`src/rtl/frlm_pkg.sv`:
```
// Shared constants, the frame record type and the back-end state type
// for the frame RMS level meter. Depends on nothing.
`default_nettype none

package frlm_pkg;

  localparam int unsigned MAX_FRAME   = 1024;
  localparam int unsigned SAMPLE_W    = 16;
  localparam int unsigned PROD_W      = 2 * SAMPLE_W;
  // counter must hold MAX_FRAME itself
  localparam int unsigned CNT_W       = $clog2(MAX_FRAME + 1);
  // largest square is 2^30, so MAX_FRAME of them fit in 31 + clog2 bits
  localparam int unsigned SUM_W       = 31 + $clog2(MAX_FRAME);
  localparam int unsigned MEAN_W      = 32;
  localparam int unsigned ROOT_W      = MEAN_W / 2;
  localparam int unsigned SREM_W      = ROOT_W + 2;
  localparam int unsigned LEVEL_W     = 16;
  localparam int unsigned FRAME_CNT_W = 11;
  localparam int unsigned DIV_CNT_W   = $clog2(SUM_W + 1);
  localparam int unsigned SQRT_STEPS  = MEAN_W / 2;
  // queue depth must be a power of two (pointers wrap naturally)
  localparam int unsigned QUEUE_DEPTH = 2;
  localparam int unsigned QPTR_W      = (QUEUE_DEPTH > 1) ? $clog2(QUEUE_DEPTH) : 1;
  localparam int unsigned QCNT_W      = $clog2(QUEUE_DEPTH + 1);

  typedef struct packed {
    logic [SUM_W-1:0] square_sum;
    logic [CNT_W-1:0] sample_total;
    logic             cut_short;
  } frame_t;

  typedef enum logic [1:0] {
    BK_IDLE,
    BK_DIV,
    BK_SQRT,
    BK_OUT
  } back_state_e;

endpackage

`default_nettype wire

```
`src/rtl/frlm_front.sv`:
```
// Front end: takes sample beats, squares them, accumulates and closes frames.
// Depends on frlm_pkg.
`default_nettype none

module frlm_front (
  input  logic                                clk_i,
  input  logic                                rst_ni,
  input  logic signed [frlm_pkg::SAMPLE_W-1:0] sample_i,
  input  logic                                last_i,
  input  logic                                in_valid_i,
  output logic                                in_ready_o,
  output frlm_pkg::frame_t                    frame_o,
  output logic                                frame_push_o,
  input  logic                                queue_full_i
);
  import frlm_pkg::*;

  logic [SAMPLE_W-1:0] raw;
  logic [SAMPLE_W-1:0] mag;
  logic                accept;

  logic                s1_valid_q, s1_valid_d;
  logic [PROD_W-1:0]   s1_prod_q;
  logic                s1_last_q;

  logic [SUM_W-1:0]    sum_q, sum_d, sum_next;
  logic [CNT_W-1:0]    cnt_q, cnt_d, cnt_next;
  logic                s1_full, s1_end, consume;

  // -32768 gives 0x8000, i.e. 32768 unsigned
  assign raw    = sample_i;
  assign mag    = raw[SAMPLE_W-1] ? (~raw + SAMPLE_W'(1)) : raw;
  assign accept = in_valid_i && in_ready_o;

  assign sum_next = sum_q + SUM_W'(s1_prod_q);
  assign cnt_next = cnt_q + CNT_W'(1);
  assign s1_full  = (cnt_q == CNT_W'(MAX_FRAME - 1));
  assign s1_end   = s1_last_q || s1_full;
  assign consume  = s1_valid_q && !(s1_end && queue_full_i);

  assign in_ready_o = !s1_valid_q || consume;

  always_comb begin
    s1_valid_d = s1_valid_q;
    if (accept) begin
      s1_valid_d = 1'b1;
    end else if (consume) begin
      s1_valid_d = 1'b0;
    end
  end

  always_comb begin
    sum_d = sum_q;
    cnt_d = cnt_q;
    if (consume) begin
      if (s1_end) begin
        sum_d = '0;
        cnt_d = '0;
      end else begin
        sum_d = sum_next;
        cnt_d = cnt_next;
      end
    end
  end

  assign frame_push_o         = consume && s1_end;
  assign frame_o.square_sum   = sum_next;
  assign frame_o.sample_total = cnt_next;
  assign frame_o.cut_short    = s1_full && !s1_last_q;

  always_ff @(posedge clk_i or negedge rst_ni) begin
    if (!rst_ni) begin
      s1_valid_q <= 1'b0;
      sum_q      <= '0;
      cnt_q      <= '0;
    end else begin
      s1_valid_q <= s1_valid_d;
      sum_q      <= sum_d;
      cnt_q      <= cnt_d;
    end
  end

  always_ff @(posedge clk_i) begin
    if (accept) begin
      s1_prod_q <= PROD_W'(mag) * PROD_W'(mag);
      s1_last_q <= last_i;
    end
  end

endmodule

`default_nettype wire

```
`src/rtl/frlm_queue.sv`:
```
// Short queue of closed frames between the front and back ends.
// Depends on frlm_pkg.
`default_nettype none

module frlm_queue (
  input  logic             clk_i,
  input  logic             rst_ni,
  input  frlm_pkg::frame_t push_data_i,
  input  logic             push_i,
  output logic             full_o,
  output frlm_pkg::frame_t pop_data_o,
  input  logic             pop_i,
  output logic             empty_o
);
  import frlm_pkg::*;

  frame_t             mem_q [QUEUE_DEPTH];
  logic [QPTR_W-1:0]  wr_ptr_q, rd_ptr_q;
  logic [QCNT_W-1:0]  count_q, count_d;
  logic               do_push, do_pop;

  assign full_o     = (count_q == QCNT_W'(QUEUE_DEPTH));
  assign empty_o    = (count_q == '0);
  assign do_push    = push_i && !full_o;
  assign do_pop     = pop_i && !empty_o;
  assign pop_data_o = mem_q[rd_ptr_q];

  always_comb begin
    count_d = count_q;
    if (do_push && !do_pop) begin
      count_d = count_q + QCNT_W'(1);
    end else if (do_pop && !do_push) begin
      count_d = count_q - QCNT_W'(1);
    end
  end

  always_ff @(posedge clk_i or negedge rst_ni) begin
    if (!rst_ni) begin
      wr_ptr_q <= '0;
      rd_ptr_q <= '0;
      count_q  <= '0;
    end else begin
      count_q <= count_d;
      if (do_push) begin
        wr_ptr_q <= wr_ptr_q + QPTR_W'(1);
      end
      if (do_pop) begin
        rd_ptr_q <= rd_ptr_q + QPTR_W'(1);
      end
    end
  end

  always_ff @(posedge clk_i) begin
    if (do_push) begin
      mem_q[wr_ptr_q] <= push_data_i;
    end
  end

endmodule

`default_nettype wire

```
`src/rtl/frlm_back.sv`:
```
// Back end: restoring divide of the square sum by the count, then a
// digit-by-digit square root, one bit per cycle each. Depends on frlm_pkg.
`default_nettype none

module frlm_back (
  input  logic                             clk_i,
  input  logic                             rst_ni,
  input  frlm_pkg::frame_t                 frame_i,
  input  logic                             queue_empty_i,
  output logic                             pop_o,
  output logic [frlm_pkg::LEVEL_W-1:0]     rms_level_o,
  output logic [frlm_pkg::FRAME_CNT_W-1:0] frame_count_o,
  output logic                             cut_short_o,
  output logic                             out_valid_o,
  input  logic                             out_ready_i
);
  import frlm_pkg::*;

  back_state_e state_q, state_d;

  logic [DIV_CNT_W-1:0] step_q;
  logic [SUM_W-1:0]     dvd_q;      // dividend, becomes the quotient
  logic [CNT_W-1:0]     rem_q;
  logic [CNT_W-1:0]     divisor_q;
  logic                 cut_q;
  logic [MEAN_W-1:0]    rad_q;
  logic [SREM_W-1:0]    srem_q;
  logic [ROOT_W-1:0]    root_q;

  logic                 div_last, sqrt_last;
  logic                 load, div_run, sqrt_run;

  logic [CNT_W:0]       div_sh, div_diff;
  logic                 div_ge;
  logic [SREM_W+1:0]    sq_sh, sq_trial, sq_diff;
  logic                 sq_ge;

  assign div_last  = (step_q == DIV_CNT_W'(SUM_W - 1));
  assign sqrt_last = (step_q == DIV_CNT_W'(SQRT_STEPS - 1));

  // next state
  always_comb begin
    state_d = state_q;
    case (state_q)
      BK_IDLE: if (!queue_empty_i) state_d = BK_DIV;
      BK_DIV:  if (div_last) state_d = BK_SQRT;
      BK_SQRT: if (sqrt_last) state_d = BK_OUT;
      BK_OUT:  if (out_ready_i) state_d = BK_IDLE;
      default: state_d = BK_IDLE;
    endcase
  end

  // state outputs
  always_comb begin
    load        = 1'b0;
    div_run     = 1'b0;
    sqrt_run    = 1'b0;
    out_valid_o = 1'b0;
    case (state_q)
      BK_IDLE: load        = !queue_empty_i;
      BK_DIV:  div_run     = 1'b1;
      BK_SQRT: sqrt_run    = 1'b1;
      BK_OUT:  out_valid_o = 1'b1;
      default: ;
    endcase
  end

  assign pop_o = load;

  // remainder stays below the divisor, so one extra bit covers the shift
  assign div_sh   = {rem_q, dvd_q[SUM_W-1]};
  assign div_diff = div_sh - {1'b0, divisor_q};
  assign div_ge   = (div_sh >= {1'b0, divisor_q});

  assign sq_sh    = {srem_q, rad_q[MEAN_W-1 -: 2]};
  assign sq_trial = (SREM_W + 2)'({root_q, 2'b01});
  assign sq_diff  = sq_sh - sq_trial;
  assign sq_ge    = (sq_sh >= sq_trial);

  always_ff @(posedge clk_i or negedge rst_ni) begin
    if (!rst_ni) begin
      state_q <= BK_IDLE;
      step_q  <= '0;
    end else begin
      state_q <= state_d;
      if (load || (div_run && div_last) || (sqrt_run && sqrt_last)) begin
        step_q <= '0;
      end else if (div_run || sqrt_run) begin
        step_q <= step_q + DIV_CNT_W'(1);
      end
    end
  end

  always_ff @(posedge clk_i) begin
    if (load) begin
      dvd_q     <= frame_i.square_sum;
      rem_q     <= '0;
      divisor_q <= frame_i.sample_total;
      cut_q     <= frame_i.cut_short;
    end else if (div_run) begin
      dvd_q <= {dvd_q[SUM_W-2:0], div_ge};
      rem_q <= div_ge ? div_diff[CNT_W-1:0] : div_sh[CNT_W-1:0];
      if (div_last) begin
        // mean is at most 2^30, so the quotient fits the radicand
        rad_q  <= MEAN_W'({dvd_q[SUM_W-2:0], div_ge});
        srem_q <= '0;
        root_q <= '0;
      end
    end else if (sqrt_run) begin
      rad_q  <= {rad_q[MEAN_W-3:0], 2'b00};
      srem_q <= sq_ge ? sq_diff[SREM_W-1:0] : sq_sh[SREM_W-1:0];
      root_q <= {root_q[ROOT_W-2:0], sq_ge};
    end
  end

  assign rms_level_o   = LEVEL_W'(root_q);
  assign frame_count_o = FRAME_CNT_W'(divisor_q);
  assign cut_short_o   = cut_q;

endmodule

`default_nettype wire

```
`src/rtl/frame_rms_level_meter_top.sv`:
```
// Frame RMS level meter: front end, frame queue and divide/root back end.
// Depends on frlm_pkg, frlm_front, frlm_queue, frlm_back.
//
// Use: signed 16-bit samples arrive on the input channel (in_valid_i /
// in_ready_o) with last_i marking the final sample of a frame. A frame also
// closes when it reaches MAX_FRAME samples, in which case cut_short_o is set
// unless that sample carried last_i. One result beat per frame leaves on the
// output channel (out_valid_o / out_ready_i): rms_level_o is
// floor(sqrt(floor(sum of squares / count))), frame_count_o the frame size.
// Throughput: the front end takes one sample per cycle while the queue can
// take a closing frame (one 16x16 multiply, registered, then a 41-bit
// accumulate). The back end picks up a frame, runs a restoring division over
// SUM_W (41) quotient bits and a square root over 16 root bits, then holds
// the result beat; it takes the next frame only once that beat is accepted.
// Two closed frames can wait in the queue; while both slots are full and
// another frame closes, the input stalls. A stalled receiver holds the
// result steady and the back end waits, while the front end keeps
// accumulating until the queue fills.
// Reset clears the accumulator, the count, the queue and the back end.
`default_nettype none

module frame_rms_level_meter_top (
  input  logic                                   clk_i,
  input  logic                                   rst_ni,
  input  logic signed [frlm_pkg::SAMPLE_W-1:0]   sample_i,
  input  logic                                   last_i,
  input  logic                                   in_valid_i,
  output logic                                   in_ready_o,
  output logic [frlm_pkg::LEVEL_W-1:0]           rms_level_o,
  output logic [frlm_pkg::FRAME_CNT_W-1:0]       frame_count_o,
  output logic                                   cut_short_o,
  output logic                                   out_valid_o,
  input  logic                                   out_ready_i
);
  import frlm_pkg::*;

  frame_t push_frame, pop_frame;
  logic   push, pop, q_full, q_empty;

  frlm_front u_front (
    .clk_i        (clk_i),
    .rst_ni       (rst_ni),
    .sample_i     (sample_i),
    .last_i       (last_i),
    .in_valid_i   (in_valid_i),
    .in_ready_o   (in_ready_o),
    .frame_o      (push_frame),
    .frame_push_o (push),
    .queue_full_i (q_full)
  );

  frlm_queue u_queue (
    .clk_i       (clk_i),
    .rst_ni      (rst_ni),
    .push_data_i (push_frame),
    .push_i      (push),
    .full_o      (q_full),
    .pop_data_o  (pop_frame),
    .pop_i       (pop),
    .empty_o     (q_empty)
  );

  frlm_back u_back (
    .clk_i         (clk_i),
    .rst_ni        (rst_ni),
    .frame_i       (pop_frame),
    .queue_empty_i (q_empty),
    .pop_o         (pop),
    .rms_level_o   (rms_level_o),
    .frame_count_o (frame_count_o),
    .cut_short_o   (cut_short_o),
    .out_valid_o   (out_valid_o),
    .out_ready_i   (out_ready_i)
  );

endmodule

`default_nettype wire

```
`config.mk`:
```
export PLATFORM = sky130hd
export DESIGN_NAME = frame_rms_level_meter_top
export DESIGN_NICKNAME = d
export VERILOG_FILES = /design/src/rtl/frlm_pkg.sv /design/src/rtl/frlm_front.sv /design/src/rtl/frlm_queue.sv /design/src/rtl/frlm_back.sv /design/src/rtl/frame_rms_level_meter_top.sv
export SDC_FILE = /design/constraint.sdc
export NUM_CORES = 1
export LEC_CHECK = 0
export BUFFER_PORTS_ARGS = -buffer_cell sky130_fd_sc_hd__buf_2
export CAP_MARGIN = 40
export CORE_ASPECT_RATIO = 0.5
export CORE_MARGIN = 4
export CORE_UTILIZATION = 55
export DETAILED_ROUTE_END_ITERATION = 7
export GPL_TIMING_DRIVEN = 0
export PLACE_DENSITY = 0.71
export SLEW_MARGIN = 20
export SYNTH_ARGS = -nofsm -noshare
export SYNTH_HDL_FRONTEND = slang
export SYNTH_SLANG_ARGS = --single-unit
```
`constraint.sdc`:
```
create_clock -name clk_i -period 10.2 [get_ports clk_i]
set_input_delay 2.04 -clock clk_i [delete_from_list [all_inputs] [get_ports clk_i]]
set_output_delay 2.04 -clock clk_i [all_outputs]
set_load 0.05 [all_outputs]
```
==> results.yml <==
floorplanning:
  io_pins: 51
  start_util_pct: 56.36
  die_area_um2: 45480
  fp.dieH_um: 152.8
  core_area_um2: 40920
  fp-row-count: 52
  die_w_um: 297.6
global_routing:
  track_usage_pct: 21.62
  antenna_found_initial: 0
  grt_max_degree: 54
  grt_pass1_vias: 15640
  grt.overflow.total: 0
  grt_pass1_wl_um: 80300
worst_setup_path:
  crit_type: "input port to register"
  critPathMaxFanout: 11
  endpoint_kind: "register"
  startpoint_type: "input port"
  critPathMaxStageDelay_ns: 0.63
  cp.arrival_ns: 10.11
  required_ns: 10.53
  ff2ff_path_depth: 11
  slowest_stage: "xor2_1"
timing:
  drv_slew: 0
  tightest_slew_ns: 0.8070
  setup_violations: 0
  final_hold_viol_count: 0
  fin_skew_ns: 0.01222
  fmax_mhz: 102.2
  period_needed_ns: 9.785
  grt_setup_unrepaired: "no"
  post-route-period-util_pct: 95.93
  max_slew_margin_pct: 45.84
synth:
  yosysWarnings: 0
  synth_top_flop_cell: "edfxtp_1"
  synth-edff-count: 257
  synth-seq-cells: 333
  ys_types: 73
  syn_avg_cell_area_um2: 10.95
  syn-cell-area_um2: 23060
  async_reset_ff_share_pct: 19.52
  synth_cells: 2106
  seq_area_frac_synth_pct: 41.47
clock_network:
  htreeDepth: 1
  root_buffer: "clkbuf_16"
  cts_buffers: 31
  worst_skew_pair.late_latency_ns: 0.58
  cts_tree: "built"
  clk_path_buf_depth: 3
  path_clk_slew_ns: 0.06
  cts_sinks: 333
  holdBufCountCts: 0
detailed_routing:
  drc: 0
  vias: 15440
  wire_per_inst_um: 17.41
  avgViaCountPerCell: 5.565
  first_pass_iters: 6
  wirelength_um: 48290
  final_antenna_net_count: 0
  drt-initial-drc-count: 1020
layout:
  area.growth.synth_to_final_pct: 9.689
  post-route-util_pct: 61.82
  final_nets: 2565
  drive_gt1_share_pct: 8.957
  postLayoutCellArea_um2: 25300
placement:
  place_area_um2: 24200
  place.gp.congestion: 0.9039
  dpl.hpwl_um: 36960
  port_buffers: 49
flow_run:
  max_cap_viol_count: 0
outcome:
  status: "finished clean"
min_path:
  hp-class: "register to register"
  whs_path_depth: 2
registers in the layout, summed over array words and instances (netlist names):
signal	cells
u_queue.wr_ptr_q	1
u_front.s1_prod_q	31
u_front.sum_q	41
u_back.rms_level_o	16
u_front.s1_last_q	1
u_back.rem_q	11
u_back.rad_q	32
u_back.cut_short_o	1
u_back.frame_count_o	11
u_front.s1_valid_q	1
u_back.srem_q	18
u_front.cnt_q	11
u_queue.mem_q	106
u_queue.rd_ptr_q	1
u_queue.count_q	2
u_back.state_q	2
u_back.step_q	6
u_back.dvd_q	41
through the flow:
stage	setup WS, ns	cells	TNS [ns]	hold slack [ns]
6_report	0.4148	2774	0	0.4948
5_1_grt	0.01494	2773	0	0.5270
4_1_cts	0.03827	2767	0	0.4969
3_5_place_dp	-0.9697	2711	-4.474	0.4869
3_3_place_gp	-0.8519	2704	-3.497	0.4742
2_1_floorplan	0.9338	2115	0	0.4572
worst paths after layout:
check,from,to,slack (ns)
max in group asynchronous,rst_ni,u_front.sum_q[11],8.32
min in group asynchronous,rst_ni,u_queue.rd_ptr_q,1.33
hold / removal,u_back.rem_q[1],u_back.rem_q[1],0.49
setup / recovery,sample_i[0],u_front.s1_prod_q[30],0.41
setup reg to reg,u_front.sum_q[7],u_queue.mem_q[1][52],6.84
hold reg to reg,u_back.rem_q[1],u_back.rem_q[1],0.49
cell type report:
cell class,instances,area [um^2]
well taps,540,675.6
multi-input cells,1420,12200
clock buffers,37,818.3
flip-flops and latches,333,9564
fillers,3310,15630
clock inverters,19,207.7
repair buffers,62,437.9
inverters,295,1110
plain buffers,67,284.0
diodes,1,2.502
cells in the final DEF (no fill, tap or decap), types with 20 or more instances in the layout:
cell,count
xnor2_1,74
a21o_1,34
mux2i_1,52
ha_1,168
nand2_1,183
fa_1,166
clkbuf_16,31
o21ai_0,82
dfrtp_1,65
xor2_1,42
mux2_2,43
inv_1,286
buf_2,61
a21oi_1,92
a22o_1,42
edfxtp_1,257
nor2_1,164
nand3_1,27
clkbuf_1,45
nor3_1,20
synth_stat cells (15+ instances only):
cell type  count  area (um^2)
inv_1        286         1074
fa_1         166         3323
nand4_1       19        118.9
nand2_1      184        690.7
nand3_1       27        135.1
mux2i_1       52        520.5
o21ai_0       82        410.4
a21oi_1       92        460.4
mux2_2        43        484.2
ha_1         168         2102
edfxtp_1     257         7717
a22o_1        42        367.9
nor2_1       165        619.3
xor2_1        45        394.1
nor3_1        20        100.1
clkbuf_1      43        161.4
a211oi_1      15        112.6
a21o_1        34        255.2
dfrtp_1       65         1627
xnor2_1       75        656.9
cells by family (layout without fill, tap and decap cells):
kind of cell / after synthesis / after routing / synth area share [%]
flip-flops: 333 / 333 / 41.47
AO/OA/AOI/OAI: 366 / 366 / 10.39
buffers and inverters: 362 / 480 / 6.021
XOR/XNOR: 121 / 121 / 4.627
multiplexers: 95 / 95 / 4.356
other: 2 / 12 / 0.03256
AND/OR/NAND/NOR: 493 / 493 / 9.580
adder cells (fa/ha/maj): 334 / 334 / 23.52
what timing repair did:
item	CTS	global route
resized for setup	4	4
setup endpoints to repair	3	6
pin swaps	0	2
setup buffers	0	4
worst max-delay path: cells and delay by family:
kind            cells  cell delay, ns
xor+xnor            2            0.76
simple gates        3            0.58
buf+inv             9            1.50
compound gates      5            1.54
fa+ha+maj           8            3.66
metal layers:
layer / share of wire, % / vias to the layer above / GRT usage (%)
met2: 46 / 381 / 34.79
met5: 0 / - / 0
li1: - / 7395 / -
met1: 47 / 7591 / 31.31
met3: 5.0 / 69 / 3.018
met4: 2.3 / 0 / 5.392
Power is left out: the tool's default activity adds up to more than one toggle a clock period on the data nets, which glitch-free logic cannot reach.
